==> src/design/chirp_packet_airtime_estimator_top_macros.svh <==
// Assertion macros for the packet airtime estimator.
// Used by the top level; needs a signal named clock and one named reset in scope.
`ifndef CHIRP_PACKET_AIRTIME_ESTIMATOR_TOP_MACROS_SVH
`define CHIRP_PACKET_AIRTIME_ESTIMATOR_TOP_MACROS_SVH

// Antecedent implies consequent in the same cycle.
`define CPAE_ASSERT_SAME(lbl, ante, cons, msg) \
   lbl: assert property (@(posedge clock) disable iff (reset) (ante) |-> (cons)) \
      else $error(msg);

// Antecedent implies consequent in the next cycle.
`define CPAE_ASSERT_NEXT(lbl, ante, cons, msg) \
   lbl: assert property (@(posedge clock) disable iff (reset) (ante) |=> (cons)) \
      else $error(msg);

`endif

==> src/design/cpae_pkg.sv <==
// Shared types, constants and the reciprocal table of the airtime estimator.
// No dependencies; imported by every module of the block.
`default_nettype none

package cpae_pkg;

   localparam int unsigned CSR_ADDR_W = 3;
   localparam int unsigned CSR_DATA_W = 9;

   typedef enum logic [CSR_ADDR_W-1:0] {
      CSR_SPREADING_FACTOR = 3'd0,
      CSR_BANDWIDTH_KHZ    = 3'd1,
      CSR_CODING_RATE      = 3'd2,
      CSR_PREAMBLE         = 3'd3,
      CSR_IMPLICIT_HEADER  = 3'd4,
      CSR_CRC_ENABLE       = 3'd5
   } csr_index_type;

   localparam logic [3:0] SF_RESET       = 4'd8;
   localparam logic [8:0] BW_RESET       = 9'd500;
   localparam logic [3:0] CR_RESET       = 4'd5;
   localparam logic [7:0] PREAMBLE_RESET = 8'd8;
   localparam logic       IMPLICIT_RESET = 1'b0;
   localparam logic       CRC_RESET      = 1'b1;

   localparam int unsigned AIR_W       = 20;
   localparam int unsigned SYM_W       = 10;
   localparam int unsigned BW_W        = 9;
   localparam int unsigned RECIP_W     = 17;
   localparam int unsigned RECIP_SHIFT = 16;
   localparam int unsigned DIV_STEPS   = 4;
   localparam int unsigned DIV_STAGES  = AIR_W / DIV_STEPS;

   localparam logic [AIR_W-1:0] AIR_MAX = '1;
   localparam logic [SYM_W-1:0] SYM_MAX = '1;

   typedef struct packed {
      logic [BW_W-1:0]  rem;
      logic [AIR_W-1:0] dividend;
      logic [AIR_W-1:0] quo;
      logic             sat;
      logic [SYM_W-1:0] psym;
      logic             low_rate;
   } div_word_type;

   // ceil(2^16 / d); exact floor division for dividends below 1024.
   function automatic logic [RECIP_W-1:0] recip(input logic [3:0] d);
      logic [RECIP_W-1:0] r;
      case (d)
         4'd1:    r = 17'd65536;
         4'd2:    r = 17'd32768;
         4'd3:    r = 17'd21846;
         4'd4:    r = 17'd16384;
         4'd5:    r = 17'd13108;
         4'd6:    r = 17'd10923;
         4'd7:    r = 17'd9363;
         4'd8:    r = 17'd8192;
         4'd9:    r = 17'd7282;
         4'd10:   r = 17'd6554;
         4'd11:   r = 17'd5958;
         4'd12:   r = 17'd5462;
         4'd13:   r = 17'd5042;
         4'd14:   r = 17'd4682;
         4'd15:   r = 17'd4370;
         default: r = '0;
      endcase
      return r;
   endfunction

endpackage

`default_nettype wire

==> src/design/chirp_packet_airtime_estimator_top.sv <==
// Each accepted request word yields one response word, in order, from a registered pipeline.
// Throughput: one word per cycle; every stage holds its word under backpressure.
// The depth is set by the numerator, reciprocal multiply, symbol count and shift
// stages, followed by five divider stages that produce four quotient bits each.
// Reset is synchronous and active high; it empties the pipeline and restores
// the configuration registers to their defaults.
`default_nettype none
`include "chirp_packet_airtime_estimator_top_macros.svh"

module chirp_packet_airtime_estimator_top
   import cpae_pkg::*;
(
   input  wire logic                  clock,
   input  wire logic                  reset,
   input  wire logic                  csr_we,
   input  wire logic [CSR_ADDR_W-1:0] csr_addr,
   input  wire logic [CSR_DATA_W-1:0] csr_wdata,
   input  wire logic                  req_tvalid,
   output      logic                  req_tready,
   input  wire logic [7:0]            req_tdata,  // [7:0] payload_length
   output      logic                  rsp_tvalid,
   input  wire logic                  rsp_tready,
   output      logic [31:0]           rsp_tdata   // [19:0] airtime_ms,
                                                  // [29:20] payload_symbols,
                                                  // [30] low_rate_optimize, [31] zero
);

   logic [3:0]      spreading_factor_ff;
   logic [BW_W-1:0] bandwidth_khz_ff;
   logic [3:0]      coding_rate_ff;
   logic [7:0]      preamble_ff;
   logic            implicit_header_ff;
   logic            crc_enable_ff;

   always_ff @(posedge clock) begin
      if (reset) begin
         spreading_factor_ff <= SF_RESET;
         bandwidth_khz_ff    <= BW_RESET;
         coding_rate_ff      <= CR_RESET;
         preamble_ff         <= PREAMBLE_RESET;
         implicit_header_ff  <= IMPLICIT_RESET;
         crc_enable_ff       <= CRC_RESET;
      end else if (csr_we) begin
         case (csr_index_type'(csr_addr))
            CSR_SPREADING_FACTOR: spreading_factor_ff <= csr_wdata[3:0];
            CSR_BANDWIDTH_KHZ:    bandwidth_khz_ff    <= csr_wdata[BW_W-1:0];
            CSR_CODING_RATE:      coding_rate_ff      <= csr_wdata[3:0];
            CSR_PREAMBLE:         preamble_ff         <= csr_wdata[7:0];
            CSR_IMPLICIT_HEADER:  implicit_header_ff  <= csr_wdata[0];
            CSR_CRC_ENABLE:       crc_enable_ff       <= csr_wdata[0];
            default: ;
         endcase
      end
   end

   logic [BW_W-1:0] bw_eff;
   logic [15:0]     chips;
   logic            low_rate;
   logic [3:0]      sym_div;

   assign bw_eff   = (bandwidth_khz_ff == '0) ? BW_W'(1) : bandwidth_khz_ff;
   assign chips    = 16'(1) << spreading_factor_ff;
   assign low_rate = chips > {3'b0, bw_eff, 4'b0};
   assign sym_div  = spreading_factor_ff - {2'b0, low_rate, 1'b0};

   // Stage 1: quarter numerator, ceiling offset and divisor.
   logic        s1_valid_ff, s1_ready;
   logic [9:0]  s1_top_ff, s1_top_in;
   logic [3:0]  s1_div_ff;
   logic        s1_pos_ff, s1_pos_in;
   logic        s1_low_ff;
   logic signed [11:0] quarter_num;

   assign quarter_num = $signed({3'b0, req_tdata, 1'b0}) + 12'sd7
                      + $signed({9'b0, crc_enable_ff, 2'b0})
                      - $signed({8'b0, spreading_factor_ff})
                      - $signed({9'b0, implicit_header_ff, 1'b0, implicit_header_ff});
   assign s1_pos_in   = (quarter_num > 12'sd0) && (sym_div != 4'd0);
   assign s1_top_in   = s1_pos_in ? 10'(quarter_num[9:0] + {6'b0, sym_div} - 10'd1) : '0;

   // Stage 2: reciprocal multiply.
   logic        s2_valid_ff, s2_ready;
   logic [26:0] s2_prod_ff;
   logic        s2_pos_ff;
   logic        s2_low_ff;

   // Stage 3: payload symbols and quarter-symbol count.
   logic             s3_valid_ff, s3_ready;
   logic [15:0]      s3_quarters_ff, s3_quarters_in;
   logic [SYM_W-1:0] s3_psym_ff, s3_psym_in;
   logic             s3_low_ff;
   logic [9:0]       blocks;
   logic [12:0]      psym_full;

   assign blocks      = s2_prod_ff[RECIP_SHIFT+9:RECIP_SHIFT];
   assign psym_full   = s2_pos_ff ? 13'(13'd8 + blocks * coding_rate_ff) : 13'd8;
   assign s3_psym_in  = (psym_full[12:SYM_W] != '0) ? SYM_MAX : psym_full[SYM_W-1:0];
   assign s3_quarters_in = {6'b0, preamble_ff, 2'b0} + 16'd17 + {1'b0, psym_full, 2'b0};

   // Stage 4: scale by chips, add rounding term, set up the divider.
   logic         s4_valid_ff, s4_ready;
   div_word_type s4_word_ff, s4_word_in;
   logic [31:0]  scaled;
   logic [29:0]  dividend;

   assign scaled   = ({16'b0, s3_quarters_ff} << spreading_factor_ff)
                   + {22'b0, bw_eff, 1'b0};
   assign dividend = scaled[31:2];

   always_comb begin
      s4_word_in.sat      = dividend[29:AIR_W] >= {1'b0, bw_eff};
      s4_word_in.rem      = dividend[AIR_W+BW_W-1:AIR_W];
      s4_word_in.dividend = dividend[AIR_W-1:0];
      s4_word_in.quo      = '0;
      s4_word_in.psym     = s3_psym_ff;
      s4_word_in.low_rate = s3_low_ff;
   end

   logic         div_valid [DIV_STAGES+1];
   logic         div_ready [DIV_STAGES+1];
   div_word_type div_word  [DIV_STAGES+1];

   assign div_valid[0] = s4_valid_ff;
   assign div_word[0]  = s4_word_ff;

   assign s4_ready   = !s4_valid_ff || div_ready[0];
   assign s3_ready   = !s3_valid_ff || s4_ready;
   assign s2_ready   = !s2_valid_ff || s3_ready;
   assign s1_ready   = !s1_valid_ff || s2_ready;
   assign req_tready = s1_ready;

   always_ff @(posedge clock) begin
      if (reset) begin
         s1_valid_ff <= 1'b0;
         s2_valid_ff <= 1'b0;
         s3_valid_ff <= 1'b0;
         s4_valid_ff <= 1'b0;
      end else begin
         if (s1_ready) s1_valid_ff <= req_tvalid;
         if (s2_ready) s2_valid_ff <= s1_valid_ff;
         if (s3_ready) s3_valid_ff <= s2_valid_ff;
         if (s4_ready) s4_valid_ff <= s3_valid_ff;
      end
   end

   always_ff @(posedge clock) begin
      if (s1_ready && req_tvalid) begin
         s1_top_ff <= s1_top_in;
         s1_div_ff <= sym_div;
         s1_pos_ff <= s1_pos_in;
         s1_low_ff <= low_rate;
      end
      if (s2_ready && s1_valid_ff) begin
         s2_prod_ff <= s1_top_ff * recip(s1_div_ff);
         s2_pos_ff  <= s1_pos_ff;
         s2_low_ff  <= s1_low_ff;
      end
      if (s3_ready && s2_valid_ff) begin
         s3_quarters_ff <= s3_quarters_in;
         s3_psym_ff     <= s3_psym_in;
         s3_low_ff      <= s2_low_ff;
      end
      if (s4_ready && s3_valid_ff) begin
         s4_word_ff <= s4_word_in;
      end
   end

   for (genvar g = 0; g < DIV_STAGES; g++) begin : g_div
      cpae_div_stage u_stage (
         .clock     (clock),
         .reset     (reset),
         .in_valid  (div_valid[g]),
         .in_ready  (div_ready[g]),
         .in_word   (div_word[g]),
         .divisor   (bw_eff),
         .out_valid (div_valid[g+1]),
         .out_ready (div_ready[g+1]),
         .out_word  (div_word[g+1])
      );
   end

   div_word_type     last_word;
   logic [AIR_W-1:0] airtime;

   assign last_word             = div_word[DIV_STAGES];
   assign div_ready[DIV_STAGES] = rsp_tready;
   assign airtime    = last_word.sat ? AIR_MAX : last_word.quo;
   assign rsp_tvalid = div_valid[DIV_STAGES];
   assign rsp_tdata  = {1'b0, last_word.low_rate, last_word.psym, airtime};

   `CPAE_ASSERT_SAME(a_psym_floor, rsp_tvalid, rsp_tdata[29:20] >= 10'd8, "payload symbols below eight")
   `CPAE_ASSERT_SAME(a_low_rate_sf, rsp_tvalid && rsp_tdata[30], spreading_factor_ff >= 4'd5, "low rate with small spreading factor")
   `CPAE_ASSERT_SAME(a_div_rem, s4_valid_ff && !s4_word_ff.sat, s4_word_ff.rem < bw_eff, "divider remainder not below divisor")
   `CPAE_ASSERT_NEXT(a_pos_div, s1_valid_ff && s1_pos_ff && s2_ready, s2_prod_ff != '0, "zero product for positive numerator")

endmodule

`default_nettype wire

==> src/design/cpae_div_stage.sv <==
// One stage of the pipelined restoring divider: four quotient bits per word.
// Depends on cpae_pkg for the word type and step count.
`default_nettype none

module cpae_div_stage
   import cpae_pkg::*;
(
   input  wire logic                 clock,
   input  wire logic                 reset,
   input  wire logic                 in_valid,
   output      logic                 in_ready,
   input  wire div_word_type         in_word,
   input  wire logic [BW_W-1:0]      divisor,
   output      logic                 out_valid,
   input  wire logic                 out_ready,
   output      div_word_type         out_word
);

   logic         valid_ff;
   div_word_type word_ff;
   div_word_type word_in;

   always_comb begin
      logic [BW_W:0] trial;
      word_in = in_word;
      for (int i = 0; i < DIV_STEPS; i++) begin
         trial = {word_in.rem, word_in.dividend[AIR_W-1]};
         word_in.dividend = {word_in.dividend[AIR_W-2:0], 1'b0};
         if (trial >= {1'b0, divisor}) begin
            word_in.rem = BW_W'(trial - {1'b0, divisor});
            word_in.quo = {word_in.quo[AIR_W-2:0], 1'b1};
         end else begin
            word_in.rem = trial[BW_W-1:0];
            word_in.quo = {word_in.quo[AIR_W-2:0], 1'b0};
         end
      end
   end

   assign in_ready = !valid_ff || out_ready;

   always_ff @(posedge clock) begin
      if (reset) begin
         valid_ff <= 1'b0;
      end else if (in_ready) begin
         valid_ff <= in_valid;
      end
   end

   always_ff @(posedge clock) begin
      if (in_ready && in_valid) begin
         word_ff <= word_in;
      end
   end

   assign out_valid = valid_ff;
   assign out_word  = word_ff;

endmodule

`default_nettype wire

==> config.mk <==
export PLATFORM = sky130hd
export DESIGN_NAME = chirp_packet_airtime_estimator_top
export DESIGN_NICKNAME = d
export VERILOG_FILES = /design/src/design/cpae_pkg.sv /design/src/design/chirp_packet_airtime_estimator_top.sv /design/src/design/cpae_div_stage.sv
export VERILOG_INCLUDE_DIRS = /design/src /design/src/design
export SDC_FILE = /design/constraint.sdc
export NUM_CORES = 1
export LEC_CHECK = 0
export CORE_MARGIN = 1.5
export CORE_UTILIZATION = 30
export DETAILED_ROUTE_END_ITERATION = 8
export DONT_BUFFER_PORTS = 1
export GPL_TIMING_DRIVEN = 0
export PLACE_DENSITY = 0.51
export SYNTH_ARGS = -nofsm -noshare
export SYNTH_HDL_FRONTEND = slang
export SYNTH_HIERARCHICAL = 1
export SYNTH_SLANG_ARGS = --single-unit
==> constraint.sdc <==
create_clock -name clock -period 10.4 [get_ports clock]
set_input_delay 1.56 -clock clock [delete_from_list [all_inputs] [get_ports clock]]
set_output_delay 1.56 -clock clock [all_outputs]
set_load 0.01 [all_outputs]
==> flow_summary.ini, run 1 <==
[status]
outcome = completed

[timing]
grt_setup_unrepaired = no
worst_pin_slew_ns = 1.19
min_period_over_period_pct = 94.1
hold_viol = 0
fmax_mhz = 102
skew_ns = 0.0490
finalSetupViolations = 0
post-route-min-period_ns = 9.78
final.setup.worst_slack_ns = 0.616
slew_viol_final = 0
slew_headroom_pct = 20.3
holdWs_ns = 0.399

[setup_path]
crit_path_max_incr_delay_ns = 0.53
timing.rr.start = bandwidth_khz_ff[1]
r2r_end = g_div[0].u_stage/out_word[60]
arrival_ns = 10.12
reg2regPathDepth = 36
path_class = reg -> reg
required_ns = 10.74
cp_slowest_cell = a2111oi_4
start_kind = register
worstSetupEndpointType = register
regToRegSetupSlack_ns = 0.62
critPathMaxFanout = 12

[route]
wl_mm = 72.2
drc = 0
vias = 21039
dr.pass1.iters = 5
viasPerCell = 4.81
drt_iter0_drc = 1060
wl_per_cell_um = 16.5
ant_nets = 0

[layout]
syn2layout_area_growth_pct = 11.3
drive_above_1_share_pct = 10.1
fin_area_mm2 = 0.0336
antennaDiodeCount = 0
nNetsFinal = 3561

[place]
gp_congestion = 0.846
detailedPlacementHpwl_mm = 55.8
place_area_mm2 = 0.0320
place_ws_ns = -0.619
portBuffers = 0

[grt]
grt_usage_pct = 14.2
grt_antenna_before_repair = 1
grt_pass1_wl_mm = 116
grt_pass1_vias = 21217
grt-ovfl-total = 0
grt_max_degree = 36

[min_path]
hold_end = g_div[3].u_stage/out_word[51]
min_path_cells = 0
min_from = g_div[2].u_stage/out_word[47]
hold_class = reg -> reg

[clocking]
numClockSinks = 343
insertion_delay_ns = 0.62
cts_hold_buffers = 0
cts_tree = built
cts_buffers = 44
clkTransAtPathRegs_ns = 0.07
cts.path.max_buffers = 3
cts_root_buffer = clkbuf_16
h-tree-depth = 2

[floorplan]
fp-row-count = 116
die_h_um = 320
die_x_um = 320
coreArea_mm2 = 0.0999
initial_core_util_pct = 30.2
die_area_mm2 = 0.102
top_level_ports = 59

[logic_synthesis]
syn_avg_cell_area_um2 = 10.1
syn_nets = 3504
yosysWarnings = 6
syn_inst = 2980
synth.cell_area_mm2 = 0.0302

[pwr]
power_density_mw_per_mm2 = 175
p_leak_nw = 14.2
peakVddDrop_mv = 0.137

[run]
maxCapViolCount = 0
==> cell usage in the layout, fill, tap and decap left out, types with 10 or more instances in the layout <==
cell       instances
a21o_1            48
o31ai_1           20
o211ai_1          13
nor2b_1           50
o21ai_1           14
nand2_1          264
a211oi_1          12
o21a_1            30
a21boi_0          16
nor2_1           220
clkbuf_1          58
a21oi_1          146
dfxtp_1           53
mux2_2           103
xnor2_1          108
o21ai_0           86
inv_1            316
xor2_1            58
buf_12            10
and2_1           116
nand2b_1          43
nand3_1           20
ha_1             340
edfxtp_1         290
clkbuf_16         44
a211o_1           14
or2_2             31
mux2i_1           33
and3_1            12
nand4_1           38
nor3_1            46
fa_1             159
o21bai_1          13
==> per-stage QoR <==
stage | total power [W] | TNS, ns | std cells | util (%)
finish | 0.00588 | 0 | 4370 | 33.6
CTS | 0.00594 | 0 | 4367 | 33.5
detailed placement | 0.00432 | -19.17 | 4285 | 32.0
global placement | 0.00432 | -23.54 | 4278 | 31.8
floorplan | 0.00376 | 0 | 2980 | -
global route | 0.00639 | 0 | 4370 | 33.6
==> worst max path at each step <==
stage	startpoint	endpoint	slack [ns]	cells past startpoint
after floorplan	bandwidth_khz_ff[8]	g_div[0].u_stage/out_word[53]	1.41	36
after global placement	bandwidth_khz_ff[1]	g_div[2].u_stage/out_word[53]	-0.71	34
after detailed placement	bandwidth_khz_ff[1]	g_div[0].u_stage/out_word[60]	-0.62	36
after CTS	bandwidth_khz_ff[1]	g_div[1].u_stage/out_word[57]	0.11	36
after global routing	bandwidth_khz_ff[1]	g_div[0].u_stage/out_word[60]	0.03	36
final	bandwidth_khz_ff[1]	g_div[0].u_stage/out_word[60]	0.62	36
==> layer usage <==
layer | vias to the layer above | wire length [um] | share of wire [%] | track usage [%]
met3 | 90 | 2310 | 3.2 | 1.59
met4 | 0 | 1790 | 2.5 | 3.68
met5 | - | 0 | 0 | 0
met1 | 10107 | 33400 | 46 | 18.6
met2 | 318 | 34700 | 48 | 24.6
li1 | 10524 | - | - | -
==> worst max-delay path, delay by kind of cell (launching register included) <==
family	cells	cell delay (ns)
compound gates	14	3.88
fa+ha+maj	5	1.79
buf+inv	5	0.92
flops	1	0.36
mux	5	1.50
simple gates	7	1.03
==> final cells by class <==
class / count / area (um^2)
plain buffers: 77 / 395
clock buffers: 49 / 1120
clock inverters: 32 / 362
fillers: 10236 / 66300
inverters: 321 / 1210
multi-input cells: 2236 / 18900
flip-flops and latches: 343 / 9770
well taps: 1298 / 1620
repair buffers: 14 / 245
==> where the power goes <==
group          switching [W]  internal, W
clock               0.000661     0.000897
sequential         0.0000612      0.00163
combinational        0.00143      0.00119
==> flip-flops by register name, indices dropped and copies added, names as in the netlist, 4 cells and up, named ones only <==
name                     cells
preamble_ff                  8
s3_quarters_ff              14
g_div.u_stage/out_valid      5
g_div.u_stage/out_word     196
s1_top_ff                   10
s1_div_ff                    4
spreading_factor_ff          4
div_word                    41
bandwidth_khz_ff             9
s3_psym_ff                  10
coding_rate_ff               4
s2_prod_ff                  10
==> repair_timing <==
action,4_1_cts,5_1_grt
resized for setup,7,11
pin swaps,1,2
gates cloned,1,0
endpoints found under the setup margin,40,40
buffers inserted,0,7
(Power assumes the default switching activity.)
==> run 2: changes to the inputs <==
- CTS_BUF_LIST: not set -> sky130_fd_sc_hd__clkbuf_4 sky130_fd_sc_hd__clkbuf_8 sky130_fd_sc_hd__clkbuf_16
==> run 2 against run 1 <==
Effect of this change:
- die area is the same
- design area about the same
- cell count did not move
- core utilization barely moved
==> flow_summary.ini, run 2 (synthesis gave the netlist of run 1 again) <==
[pwr]
switchingPower_w = 0.00215
internal-power_w = 0.00374
switching_share_pct = 36.6
p_leak_nw = 14.3
seq_power_share_pct = 28.8
peakVddDrop_mv = 0.137
combPwrFrac_pct = 44.6
power_frac_clock_pct = 26.7
power_density_mw_per_mm2 = 175

[timing]
setup_tns_ns = 0
post-route-min-period_ns = 9.77
finalSetupViolations = 0
slew_viol_final = 0
worst_pin_slew_ns = 1.19
skew_ns = 0.0513
hold_viol = 0
fmax_mhz = 102
grt_setup_unrepaired = no
slew_headroom_pct = 20.3
holdWs_ns = 0.398
min_period_over_period_pct = 93.9

[setup_path]
arrival_ns = 10.10
cp_slowest_cell = a2111oi_4
regToRegSetupSlack_ns = 0.63
path_class = reg -> reg
crit_path_max_incr_delay_ns = 0.53
crit_path_end = g_div[0].u_stage/out_word[60]
required_ns = 10.73
critPathMaxFanout = 12
crit_start = bandwidth_khz_ff[1]
r2r_end = g_div[0].u_stage/out_word[60]
reg2regPathDepth = 36
timing.rr.start = bandwidth_khz_ff[1]
start_kind = register
worstSetupEndpointType = register

[layout]
fin_util_pct = 33.7
nNetsFinal = 3561
largest_reg_flops = 196
syn2layout_area_growth_pct = 11.4
final_cell_mix = ha_1 (340), inv_1 (316), edfxtp_1 (290), nand2_1 (264), nor2_1 (220)
antennaDiodeCount = 0
n_fill_cell = 10235
regArea_mm2 = 0.00977
drive_above_1_share_pct = 10.3
layout_commonest_cell = ha_1
fin_cells = 4370
multiInputGateArea_mm2 = 0.0189
fin_area_mm2 = 0.0336

[route]
vias = 21041
wl_per_cell_um = 16.5
viasPerCell = 4.81
drc = 0
dr.pass1.iters = 5
ant_nets = 0
drt_iter0_drc = 1021
wl_mm = 72.2

[grt]
grt_max_degree = 36
grt_pass1_vias = 21217
grt_usage_pct = 14.2
grt_pass1_wl_mm = 116
grt-ovfl-total = 0
grt_antenna_before_repair = 1

[place]
gp_congestion = 0.846
place_inst = 4285
detailedPlacementHpwl_mm = 55.8
place_area_mm2 = 0.0320
portBuffers = 0

[clocking]
cts_tree = built
cts.path.max_buffers = 3
cts_root_buffer = clkbuf_16
h-tree-depth = 2
cts_buffers = 44
numClockSinks = 343
insertion_delay_ns = 0.62
clkTransAtPathRegs_ns = 0.07
cts_hold_buffers = 0

[floorplan]
coreArea_mm2 = 0.0999
die_area_mm2 = 0.102
die_x_um = 320
initial_core_util_pct = 30.2
die_h_um = 320
top_level_ports = 59
fp-row-count = 116

[min_path]
hold_class = reg -> reg

[run]
maxCapViolCount = 0

[status]
outcome = completed
[run 2: changes by cell type in the layout (fill, tap and decap cells not counted)]
cell / previous run / this run
clkbuf_1: 58 / 53
clkbuf_4: 0 / 5
[run 2: power groups by stage]
stage | Sequential (W) | Combinational, W | Clock [W]
floorplan | 0.00169 | 0.00207 | 0
global placement | 0.00172 | 0.00259 | 0
detailed placement | 0.00172 | 0.00260 | 0
CTS | 0.00170 | 0.00263 | 0.00163
global route | 0.00170 | 0.00303 | 0.00168
finish | 0.00169 | 0.00263 | 0.00157
[run 2: layer usage]
layer	part of all wire, %	global-route usage (%)	wire (um)
met4	2.4	3.68	1750
met2	48	24.6	34700
met3	3.4	1.59	2480
met1	46	18.6	33300
met5	0	0	0
[run 2: repair_timing]
item / CTS / global route
cloned: 1 / 0
gates resized for setup: 7 / 11
endpoints found under the setup margin: 40 / 40
pin swaps: 1 / 2
buffers inserted: 0 / 7
[run 2: per-stage QoR]
step,power [W],worst slack [ns]
after floorplan,0.00376,1.41
after global placement,0.00432,-0.710
after detailed placement,0.00432,-0.619
after CTS,0.00595,0.110
after global routing,0.00641,0.0330
final,0.00589,0.631
[run 2: layout make-up]
class,count,area share [%]
Inverter,321,3.59
Timing Repair Buffer,14,0.730
Tap cell,1298,4.83
Clock inverter,32,1.08
Multi-Input combinational cell,2236,56.1
Clock buffer,49,3.39
Sequential cell,343,29.1
Buffer,77,1.18
[run 2: critical path, delay by kind of cell (launching register included)]
family                     cells  cell delay [ns]
AOI/OAI and AO/OA             14             3.87
buffers and inverters          5             0.92
adders and majority gates      5             1.79
and+or+nand+nor                7             1.03
DFF                            1             0.36
muxes                          5             1.50
[run 2: worst min path at each step]
stage                                        from  slack, ns                            end  cells after the start
floorplan                               s3_low_ff       0.40                  div_word[305]                      0
global placement    g_div[0].u_stage/out_word[15]       0.40  g_div[1].u_stage/out_word[19]                      0
detailed placement                  s3_psym_ff[8]       0.40                  div_word[314]                      0
CTS                 g_div[2].u_stage/out_word[47]       0.40  g_div[3].u_stage/out_word[51]                      0
global route        g_div[2].u_stage/out_word[47]       0.40  g_div[3].u_stage/out_word[51]                      0
finish              g_div[2].u_stage/out_word[47]       0.40  g_div[3].u_stage/out_word[51]                      0
